## src/sv/f2ql_pkg.sv

```systemverilog
// ----------------------------------------------------------------------------
// f2ql_pkg
// Shared types and constants for the float to Q8.24 log2 converter.
// ----------------------------------------------------------------------------
package f2ql_pkg;

    // Field widths
    localparam int MANT_W  = 31;
    localparam int EXP_W   = 11;
    localparam int LOG_W   = 32;

    // Fixed-point layout
    localparam int FRAC_W  = 26;  // interpolation fraction bits of normalized word
    localparam int OUT_FRAC = 24; // Q8.24 fraction bits
    localparam int TAB_FRAC = 8;  // table holds 256*log2(1+k/32)
    localparam int INTERP_SHIFT = FRAC_W - (OUT_FRAC - TAB_FRAC);
    localparam int SEG_W   = 5;   // 32 segments
    localparam int TAB_W   = 9;   // entries up to 256
    localparam int DIFF_W  = 4;   // neighbor differences up to 11
    localparam int LZ_W    = 5;   // shift count 1..31
    localparam int IPART_W = LOG_W - OUT_FRAC;

    // Output code for a zero mantissa
    localparam logic [LOG_W-1:0] ZERO_CODE = 32'h8000_0000;

    // 33-entry log2 table, floor(256*log2(1+k/32))
    localparam logic [TAB_W-1:0] SEG_TABLE [0:32] = '{
        9'd0,   9'd11,  9'd22,  9'd33,  9'd43,  9'd53,  9'd63,  9'd73,
        9'd82,  9'd91,  9'd100, 9'd109, 9'd117, 9'd125, 9'd134, 9'd141,
        9'd149, 9'd157, 9'd164, 9'd172, 9'd179, 9'd186, 9'd193, 9'd200,
        9'd206, 9'd213, 9'd219, 9'd225, 9'd232, 9'd238, 9'd244, 9'd250,
        9'd256
    };

    // Leading-zero result between the counter and the pipeline
    typedef struct packed {
        logic            zero;   // mantissa is all zeros
        logic [LZ_W-1:0] count;  // left shift that sets bit 31 of the word
    } lzc_t;

endpackage

```

## src/sv/float_to_q24_log2.sv

```systemverilog
// ----------------------------------------------------------------------------
// float_to_q24_log2
// log2 of mantissa * 2^exponent in Q8.24 by table lookup with linear
// interpolation over 32 segments.
// ----------------------------------------------------------------------------
// Throughput: one word per cycle while m_ready does not hold the output;
//   four pipeline registers (count, normalize, table and multiply, sum)
//   each hold one word, so a stall only backs up.
// Reset: aresetn (synchronous, active low) clears all stage valid bits;
//   data registers are not reset.
// ----------------------------------------------------------------------------
module float_to_q24_log2
    import f2ql_pkg::*;
(
    input  logic                     aclk,
    input  logic                     aresetn,
    input  logic                     s_valid,
    output logic                     s_ready,
    input  logic        [MANT_W-1:0] s_mantissa,
    input  logic signed [EXP_W-1:0]  s_exponent,
    output logic                     m_valid,
    input  logic                     m_ready,
    output logic signed [LOG_W-1:0]  m_log_value
);

    // Stage 1: leading-zero count
    logic                  v1_reg;
    logic                  zero1_reg;
    logic [MANT_W-1:0]     mant1_reg;
    logic [IPART_W-1:0]    exp1_reg;
    logic [LZ_W-1:0]       lz1_reg;
    // Stage 2: normalized segment and fraction
    logic                  v2_reg;
    logic                  zero2_reg;
    logic [SEG_W-1:0]      seg2_reg;
    logic [FRAC_W-1:0]     frac2_reg;
    logic [IPART_W-1:0]    ip2_reg;
    // Stage 3: table base and slope product
    logic                  v3_reg;
    logic                  zero3_reg;
    logic [TAB_W-1:0]      base3_reg;
    logic [DIFF_W+FRAC_W-1:0] prod3_reg;
    logic [IPART_W-1:0]    ip3_reg;
    // Output register
    logic                  m_valid_reg;
    logic [LOG_W-1:0]      log_reg;
    logic [LOG_W-1:0]      log_next;

    logic adv1, adv2, adv3, adv_o;
    lzc_t lz_in;
    logic [31:0]       norm_w;
    logic [TAB_W-1:0]  tab_lo, tab_hi, tab_diff;
    logic [IPART_W-1:0] ip_w;

    // Stage advance chain from the output side
    assign adv_o   = !m_valid_reg || m_ready;
    assign adv3    = !v3_reg || adv_o;
    assign adv2    = !v2_reg || adv3;
    assign adv1    = !v1_reg || adv2;
    assign s_ready = adv1;

    f2ql_lzc u_lzc (
        .mant (s_mantissa),
        .lz   (lz_in)
    );

    // Valid bits
    always_ff @(posedge aclk) begin
        if (!aresetn) begin
            v1_reg      <= 1'b0;
            v2_reg      <= 1'b0;
            v3_reg      <= 1'b0;
            m_valid_reg <= 1'b0;
        end else begin
            if (adv1)  v1_reg      <= s_valid;
            if (adv2)  v2_reg      <= v1_reg;
            if (adv3)  v3_reg      <= v2_reg;
            if (adv_o) m_valid_reg <= v3_reg;
        end
    end

    // Stage 1 data
    always_ff @(posedge aclk) begin
        if (adv1 && s_valid) begin
            zero1_reg <= lz_in.zero;
            lz1_reg   <= lz_in.count;
            mant1_reg <= s_mantissa;
            exp1_reg  <= s_exponent[IPART_W-1:0];
        end
    end

    // Normalize; integer part 31 + exp - shift, kept mod 2^8
    assign norm_w = {1'b0, mant1_reg} << lz1_reg;
    assign ip_w   = exp1_reg + IPART_W'(31) - {{(IPART_W-LZ_W){1'b0}}, lz1_reg};

    always_ff @(posedge aclk) begin
        if (adv2 && v1_reg) begin
            zero2_reg <= zero1_reg;
            seg2_reg  <= norm_w[FRAC_W +: SEG_W];
            frac2_reg <= norm_w[FRAC_W-1:0];
            ip2_reg   <= ip_w;
        end
    end

    // Table lookup and slope times fraction
    assign tab_lo   = SEG_TABLE[{1'b0, seg2_reg}];
    assign tab_hi   = SEG_TABLE[{1'b0, seg2_reg} + 6'd1];
    assign tab_diff = tab_hi - tab_lo;

    always_ff @(posedge aclk) begin
        if (adv3 && v2_reg) begin
            zero3_reg <= zero2_reg;
            base3_reg <= tab_lo;
            prod3_reg <= tab_diff[DIFF_W-1:0] * frac2_reg;
            ip3_reg   <= ip2_reg;
        end
    end

    // Final sum, wraps mod 2^32
    always_comb begin
        log_next = {ip3_reg, {OUT_FRAC{1'b0}}}
                 + {{(LOG_W-TAB_W-16){1'b0}}, base3_reg, 16'd0}
                 + {{(LOG_W-(DIFF_W+FRAC_W-INTERP_SHIFT)){1'b0}},
                    prod3_reg[DIFF_W+FRAC_W-1:INTERP_SHIFT]};
        if (zero3_reg) begin
            log_next = ZERO_CODE;
        end
    end

    always_ff @(posedge aclk) begin
        if (adv_o && v3_reg) begin
            log_reg <= log_next;
        end
    end

    assign m_valid     = m_valid_reg;
    assign m_log_value = log_reg;

    // Checks
    a_full_blocks_input: assert property (@(posedge aclk) disable iff (!aresetn)
        (v1_reg && v2_reg && v3_reg && m_valid_reg && !m_ready) |-> !s_ready)
        else $error("input taken while pipeline full and stalled");

    a_norm_msb: assert property (@(posedge aclk) disable iff (!aresetn)
        (v1_reg && !zero1_reg) |-> norm_w[31])
        else $error("normalized word lacks its top bit");

    a_out_from_stage3: assert property (@(posedge aclk) disable iff (!aresetn)
        $rose(m_valid_reg) |-> $past(v3_reg))
        else $error("output word appeared without a stage 3 word");

endmodule

```

## src/sv/f2ql_lzc.sv

```systemverilog
// ----------------------------------------------------------------------------
// f2ql_lzc
// Leading-zero count of the mantissa as a 32-bit word, done as a byte
// select followed by a count inside the selected byte.
// ----------------------------------------------------------------------------
module f2ql_lzc
    import f2ql_pkg::*;
(
    input  logic [MANT_W-1:0] mant,
    output lzc_t              lz
);

    logic [31:0] word;
    logic [3:0]  byte_nz;
    logic [1:0]  grp_lz;
    logic [7:0]  sel_byte;
    logic [2:0]  byte_lz;
    logic        found;

    assign word = {1'b0, mant};

    // Which bytes hold a one
    always_comb begin
        for (int g = 0; g < 4; g++) begin
            byte_nz[g] = |word[8*g +: 8];
        end
    end

    // Topmost nonzero byte
    always_comb begin
        grp_lz   = 2'd3;
        sel_byte = word[7:0];
        if (byte_nz[3]) begin
            grp_lz   = 2'd0;
            sel_byte = word[31:24];
        end else if (byte_nz[2]) begin
            grp_lz   = 2'd1;
            sel_byte = word[23:16];
        end else if (byte_nz[1]) begin
            grp_lz   = 2'd2;
            sel_byte = word[15:8];
        end
    end

    // Count inside the byte, scanning from the top
    always_comb begin
        byte_lz = 3'd7;
        found   = 1'b0;
        for (int i = 7; i >= 0; i--) begin
            if (!found && sel_byte[i]) begin
                byte_lz = 3'(7 - i);
                found   = 1'b1;
            end
        end
    end

    assign lz.zero  = ~|byte_nz;
    assign lz.count = {grp_lz, byte_lz};

endmodule
```

## config.mk

```make
export PLATFORM = sky130hd
export DESIGN_NAME = float_to_q24_log2
export DESIGN_NICKNAME = d
export VERILOG_FILES = /design/src/sv/f2ql_pkg.sv /design/src/sv/float_to_q24_log2.sv /design/src/sv/f2ql_lzc.sv
export SDC_FILE = /design/constraint.sdc
export NUM_CORES = 1
export LEC_CHECK = 0
export BUFFER_PORTS_ARGS = -buffer_cell sky130_fd_sc_hd__buf_4
export CORE_MARGIN = 2
export CORE_UTILIZATION = 52
export CTS_CLUSTER_SIZE = 8
export DETAILED_ROUTE_END_ITERATION = 8
export GPL_TIMING_DRIVEN = 0
export PLACE_DENSITY = 0.7
export SYNTH_ARGS = -nofsm -noshare
export SYNTH_HDL_FRONTEND = slang
export SYNTH_SLANG_ARGS = --single-unit
```

## constraint.sdc

```tcl
create_clock -name aclk -period 7.62 [get_ports aclk]
set_input_delay 1.143 -clock aclk [delete_from_list [all_inputs] [get_ports aclk]]
set_output_delay 1.143 -clock aclk [all_outputs]
set_load 0.05 [all_outputs]
```

==> summary.txt <==
Status
  • Status: complete, no violations

Clock network
  • CTS tree: built
  • Skew-Pair Late Insertion Delay: ~0.43 ns
  • CTS clk-pin slew, worst paths: roughly 0.070 ns
  • Hold buffers post-CTS: 0
  • Clock Sinks: about 160
  • Clock Path Buffers: 2
  • Total CTS buffers: 17
  • Htree depth: 4
  • Root buffer cell: clkbuf_16

Die
  • Rows: 53
  • Core outline area: between 0.02 and 0.025 mm²
  • Die W: approximately 150 µm
  • Initial Utilization: about 53%
  • IO Pins: 80
  • Die Height: 150 µm
  • Full die area: about 0.023 mm²

Synthesis
  • Seq/Total Area, Yosys: a little over two fifths
  • Ys flop type: edfxtp_1
  • Synth cell types: 74
  • EDFF count, synth: around 150
  • Post-Syn Area per Cell: roughly 11 µm²
  • Syn_nets: ~1,200
  • Ys async rst share: 0%
  • Synth warnings: 0
  • Synthesized cell area: approximately 0.011 mm²
  • FF+latch count, synth: 158
  • Post-Synthesis Cells: approximately 1,000

Setup path
  • Critical path data arrival time: just over 7 ns
  • CP required: 7.80 ns
  • Critical path peak fanout: 11
  • Reg2reg setup slack: between 0.6 and 0.7 ns
  • Critical Setup Path Class: register to register
  • Crit path capture type: register
  • Startpoint types: register

Drt
  • WL final: about 22 mm
  • DRT Pass-1 Iters: 5
  • DRC Markers: 0
  • DR vias: 7,707
  • 1st-iter DRT viols: 440
  • WL per Instance: 15.5 µm
  • Post-DRT Antenna Nets: 0
  • Vias per inst: 5.37

STA
  • Max_slew headroom: a little over a third
  • Hold Violations, Final: 0
  • Fmax: approximately 140 MHz
  • Setup violations, final: 0
  • Max Clock Skew: between 0.008 and 0.009 ns
  • Setup TNS: 0 ns
  • Fin crit share: between 90% and 100%
  • Final Critical Period: 6.94 ns
  • Slew Viols, Final: 0
  • RSZ-0062 raised after global routing: no
  • Worst-margin pin slew: 0.976 ns

GRT
  • Antenna violations before repair: 0
  • Total GRT Usage: approximately 21%
  • Largest net degree at the start of global routing: 38
  • Vias in the first global route: 7,669
  • First-pass GRT wire length: around 37 mm
  • Remaining global-route overflow: 0

Pwr
  • Combinational power share: between 30% and 40%
  • Power Density: ~230 mW/mm²
  • Max VDD drop: 0.152 mV
  • Net switching share of the total power: a little under a third
  • Leak: roughly 0.0054 µW
  • Net Sw Power: 945 µW
  • Flop pwr share: ~36%
  • Clk pwr share: 31.9%
  • Internal power: approximately 2000 µW

Place
  • GPL Wtd Cong: around 0.9
  • Dpl hpwl: ~17 mm
  • Placed cell count: roughly 1,400
  • Port bufs: 76

Cells and area
  • Layout cells sized above 1: around 16%
  • Antenna fix cells: 0
  • Area growth from synthesis to layout: 15.2%
  • Final nets: 1,305
  • Max reg flops: 32
  • Final core utilization: between 60% and 70%
  • Final std cells w/o fill: 1,434

Flow run
  • Max-Cap Viols: 0

Hold path
  • Min-Delay Path Class: register to register
[critical path, cell delays in order, from the launching register on]
cell and delay, ns:
edfxtp_1 0.60, ha_1 0.34, inv_1 0.06, ha_1 0.26
clkbuf_1 0.34, mux4_2 0.56, nor2_1 0.15, ha_1 0.25
a21o_1 0.15, a21oi_1 0.17, xnor2_1 0.19, xor2_2 0.24
buf_4 0.17, buf_4 0.18, nor2b_1 0.08, fa_1 0.53
inv_1 0.05, fa_1 0.53, inv_1 0.04, ha_1 0.35
nand3_1 0.18, or3_1 0.42, a31o_4 0.24, a21oi_2 0.21
a211o_2 0.19, a21oi_2 0.07, xnor2_1 0.12
[synth_stat cells, types with 5 or more instances]
cell / count / share of area, %
mux2_2: 10 / 1.0
nand3_1: 14 / 0.63
a21oi_1: 66 / 3.0
mux4_2: 9 / 1.8
nand2b_1: 27 / 1.5
o21ai_0: 41 / 1.8
and3_1: 5 / 0.28
o21bai_1: 6 / 0.40
xnor2_1: 20 / 1.6
and2_1: 27 / 1.5
a21oi_2: 5 / 0.39
inv_1: 108 / 3.6
edfxtp_1: 154 / 42
xor2_1: 19 / 1.5
a211oi_1: 15 / 1.0
nor3_1: 5 / 0.22
nand2_1: 80 / 2.7
a21o_1: 8 / 0.54
buf_2: 7 / 0.31
buf_1: 5 / 0.17
o22ai_1: 10 / 0.56
nor2_1: 65 / 2.2
ha_1: 63 / 7.1
nor2b_1: 79 / 4.4
mux2i_1: 41 / 3.7
clkbuf_1: 25 / 0.84
fa_1: 50 / 9.0
or3_1: 7 / 0.39
a31oi_1: 5 / 0.28
[cells by family (layout without fill, tap and decap cells)]
| kind of cell | count (synthesis) | in the layout | share of synthesized area, % |
|---|---|---|---|
| AOI/OAI and AO/OA | 183 | 183 | 10.2 |
| xor gates and xnor gates | 42 | 42 | 3.51 |
| adders and majority gates | 113 | 113 | 16.1 |
| buffers and inverters | 154 | 268 | 5.47 |
| DFF | 158 | 158 | 42.2 |
| muxes | 60 | 60 | 6.52 |
| and+or+nand+nor | 335 | 335 | 16.0 |
[cells in the final DEF (no fill, tap or decap), types with 6 or more instances in the layout]
| cell | netlist | final |
|---|---|---|
| clkbuf_1 | 25 | 25 |
| nor2b_1 | 79 | 77 |
| o21bai_1 | 6 | 6 |
| nand2_1 | 80 | 80 |
| or3_1 | 7 | 7 |
| mux4_2 | 9 | 9 |
| and2_1 | 27 | 27 |
| buf_2 | 7 | 7 |
| nand3_1 | 14 | 14 |
| clkbuf_16 | 0 | 17 |
| edfxtp_1 | 154 | 154 |
| a21o_1 | 8 | 8 |
| a21oi_1 | 66 | 66 |
| o21ai_0 | 41 | 41 |
| xnor2_1 | 20 | 19 |
| buf_4 | 4 | 83 |
| ha_1 | 63 | 63 |
| inv_1 | 108 | 108 |
| o22ai_1 | 10 | 10 |
| fa_1 | 50 | 50 |
| mux2_2 | 10 | 10 |
| xor2_1 | 19 | 19 |
| nor2_1 | 65 | 65 |
| nand2b_1 | 27 | 27 |
| mux2i_1 | 41 | 41 |
| a211oi_1 | 15 | 15 |
[cell type report]
class / instances / area [µm²]
repair buffers: 82 / 648
inverters: 112 / 420
multi-input cells: 733 / 5870
flip-flops and latches: 158 / 4700
fillers: 1753 / 8190
clock inverters: 15 / 230
plain buffers: 42 / 189
clock buffers: 17 / 425
well taps: 275 / 344
[per-layer routing]
metal	GRT usage, %	share of wire (%)	vias to the layer above	routed length, µm
met3	2.55	3.6	35	800
li1	-	-	3809	-
met5	0	0	-	0
met2	36.8	50	194	11200
met1	26.0	44	3669	9770
met4	7.36	2.1	0	465
[final timing paths]
| check | start | cells after the start | to |
|---|---|---|---|
| min | ip2_reg[4] | 0 | ip3_reg[4] |
| min reg2reg | ip2_reg[4] | 0 | ip3_reg[4] |
| max reg2reg | seg2_reg[1] | 26 | prod3_reg[29] |
| max | seg2_reg[1] | 26 | prod3_reg[29] |
[power groups by stage]
stage	combinational (µW)	sequential, µW	clock (µW)
final	957	1070	948
after floorplan	701	1090	0
after detailed placement	934	1090	0
after global placement	911	1090	0
after global routing	1090	1070	1000
after CTS	946	1070	963
[per-stage QoR]
step,power (µW),hold WS (ns),setup WS (ns),cell area (µm²)
6_report,2970,0.423,0.685,12800
2_1_floorplan,1790,0.400,1.38,11100
3_5_place_dp,2020,0.409,0.515,12100
5_1_grt,3160,0.443,0.175,12800
4_1_cts,2980,0.425,0.501,12800
3_3_place_gp,2000,0.404,0.607,12100
[what timing repair did]
action,in CTS,in global routing
gates resized for setup,0,1
buffers inserted,0,3
setup endpoints to repair,0,2
Power figures use the tool's default switching activity.
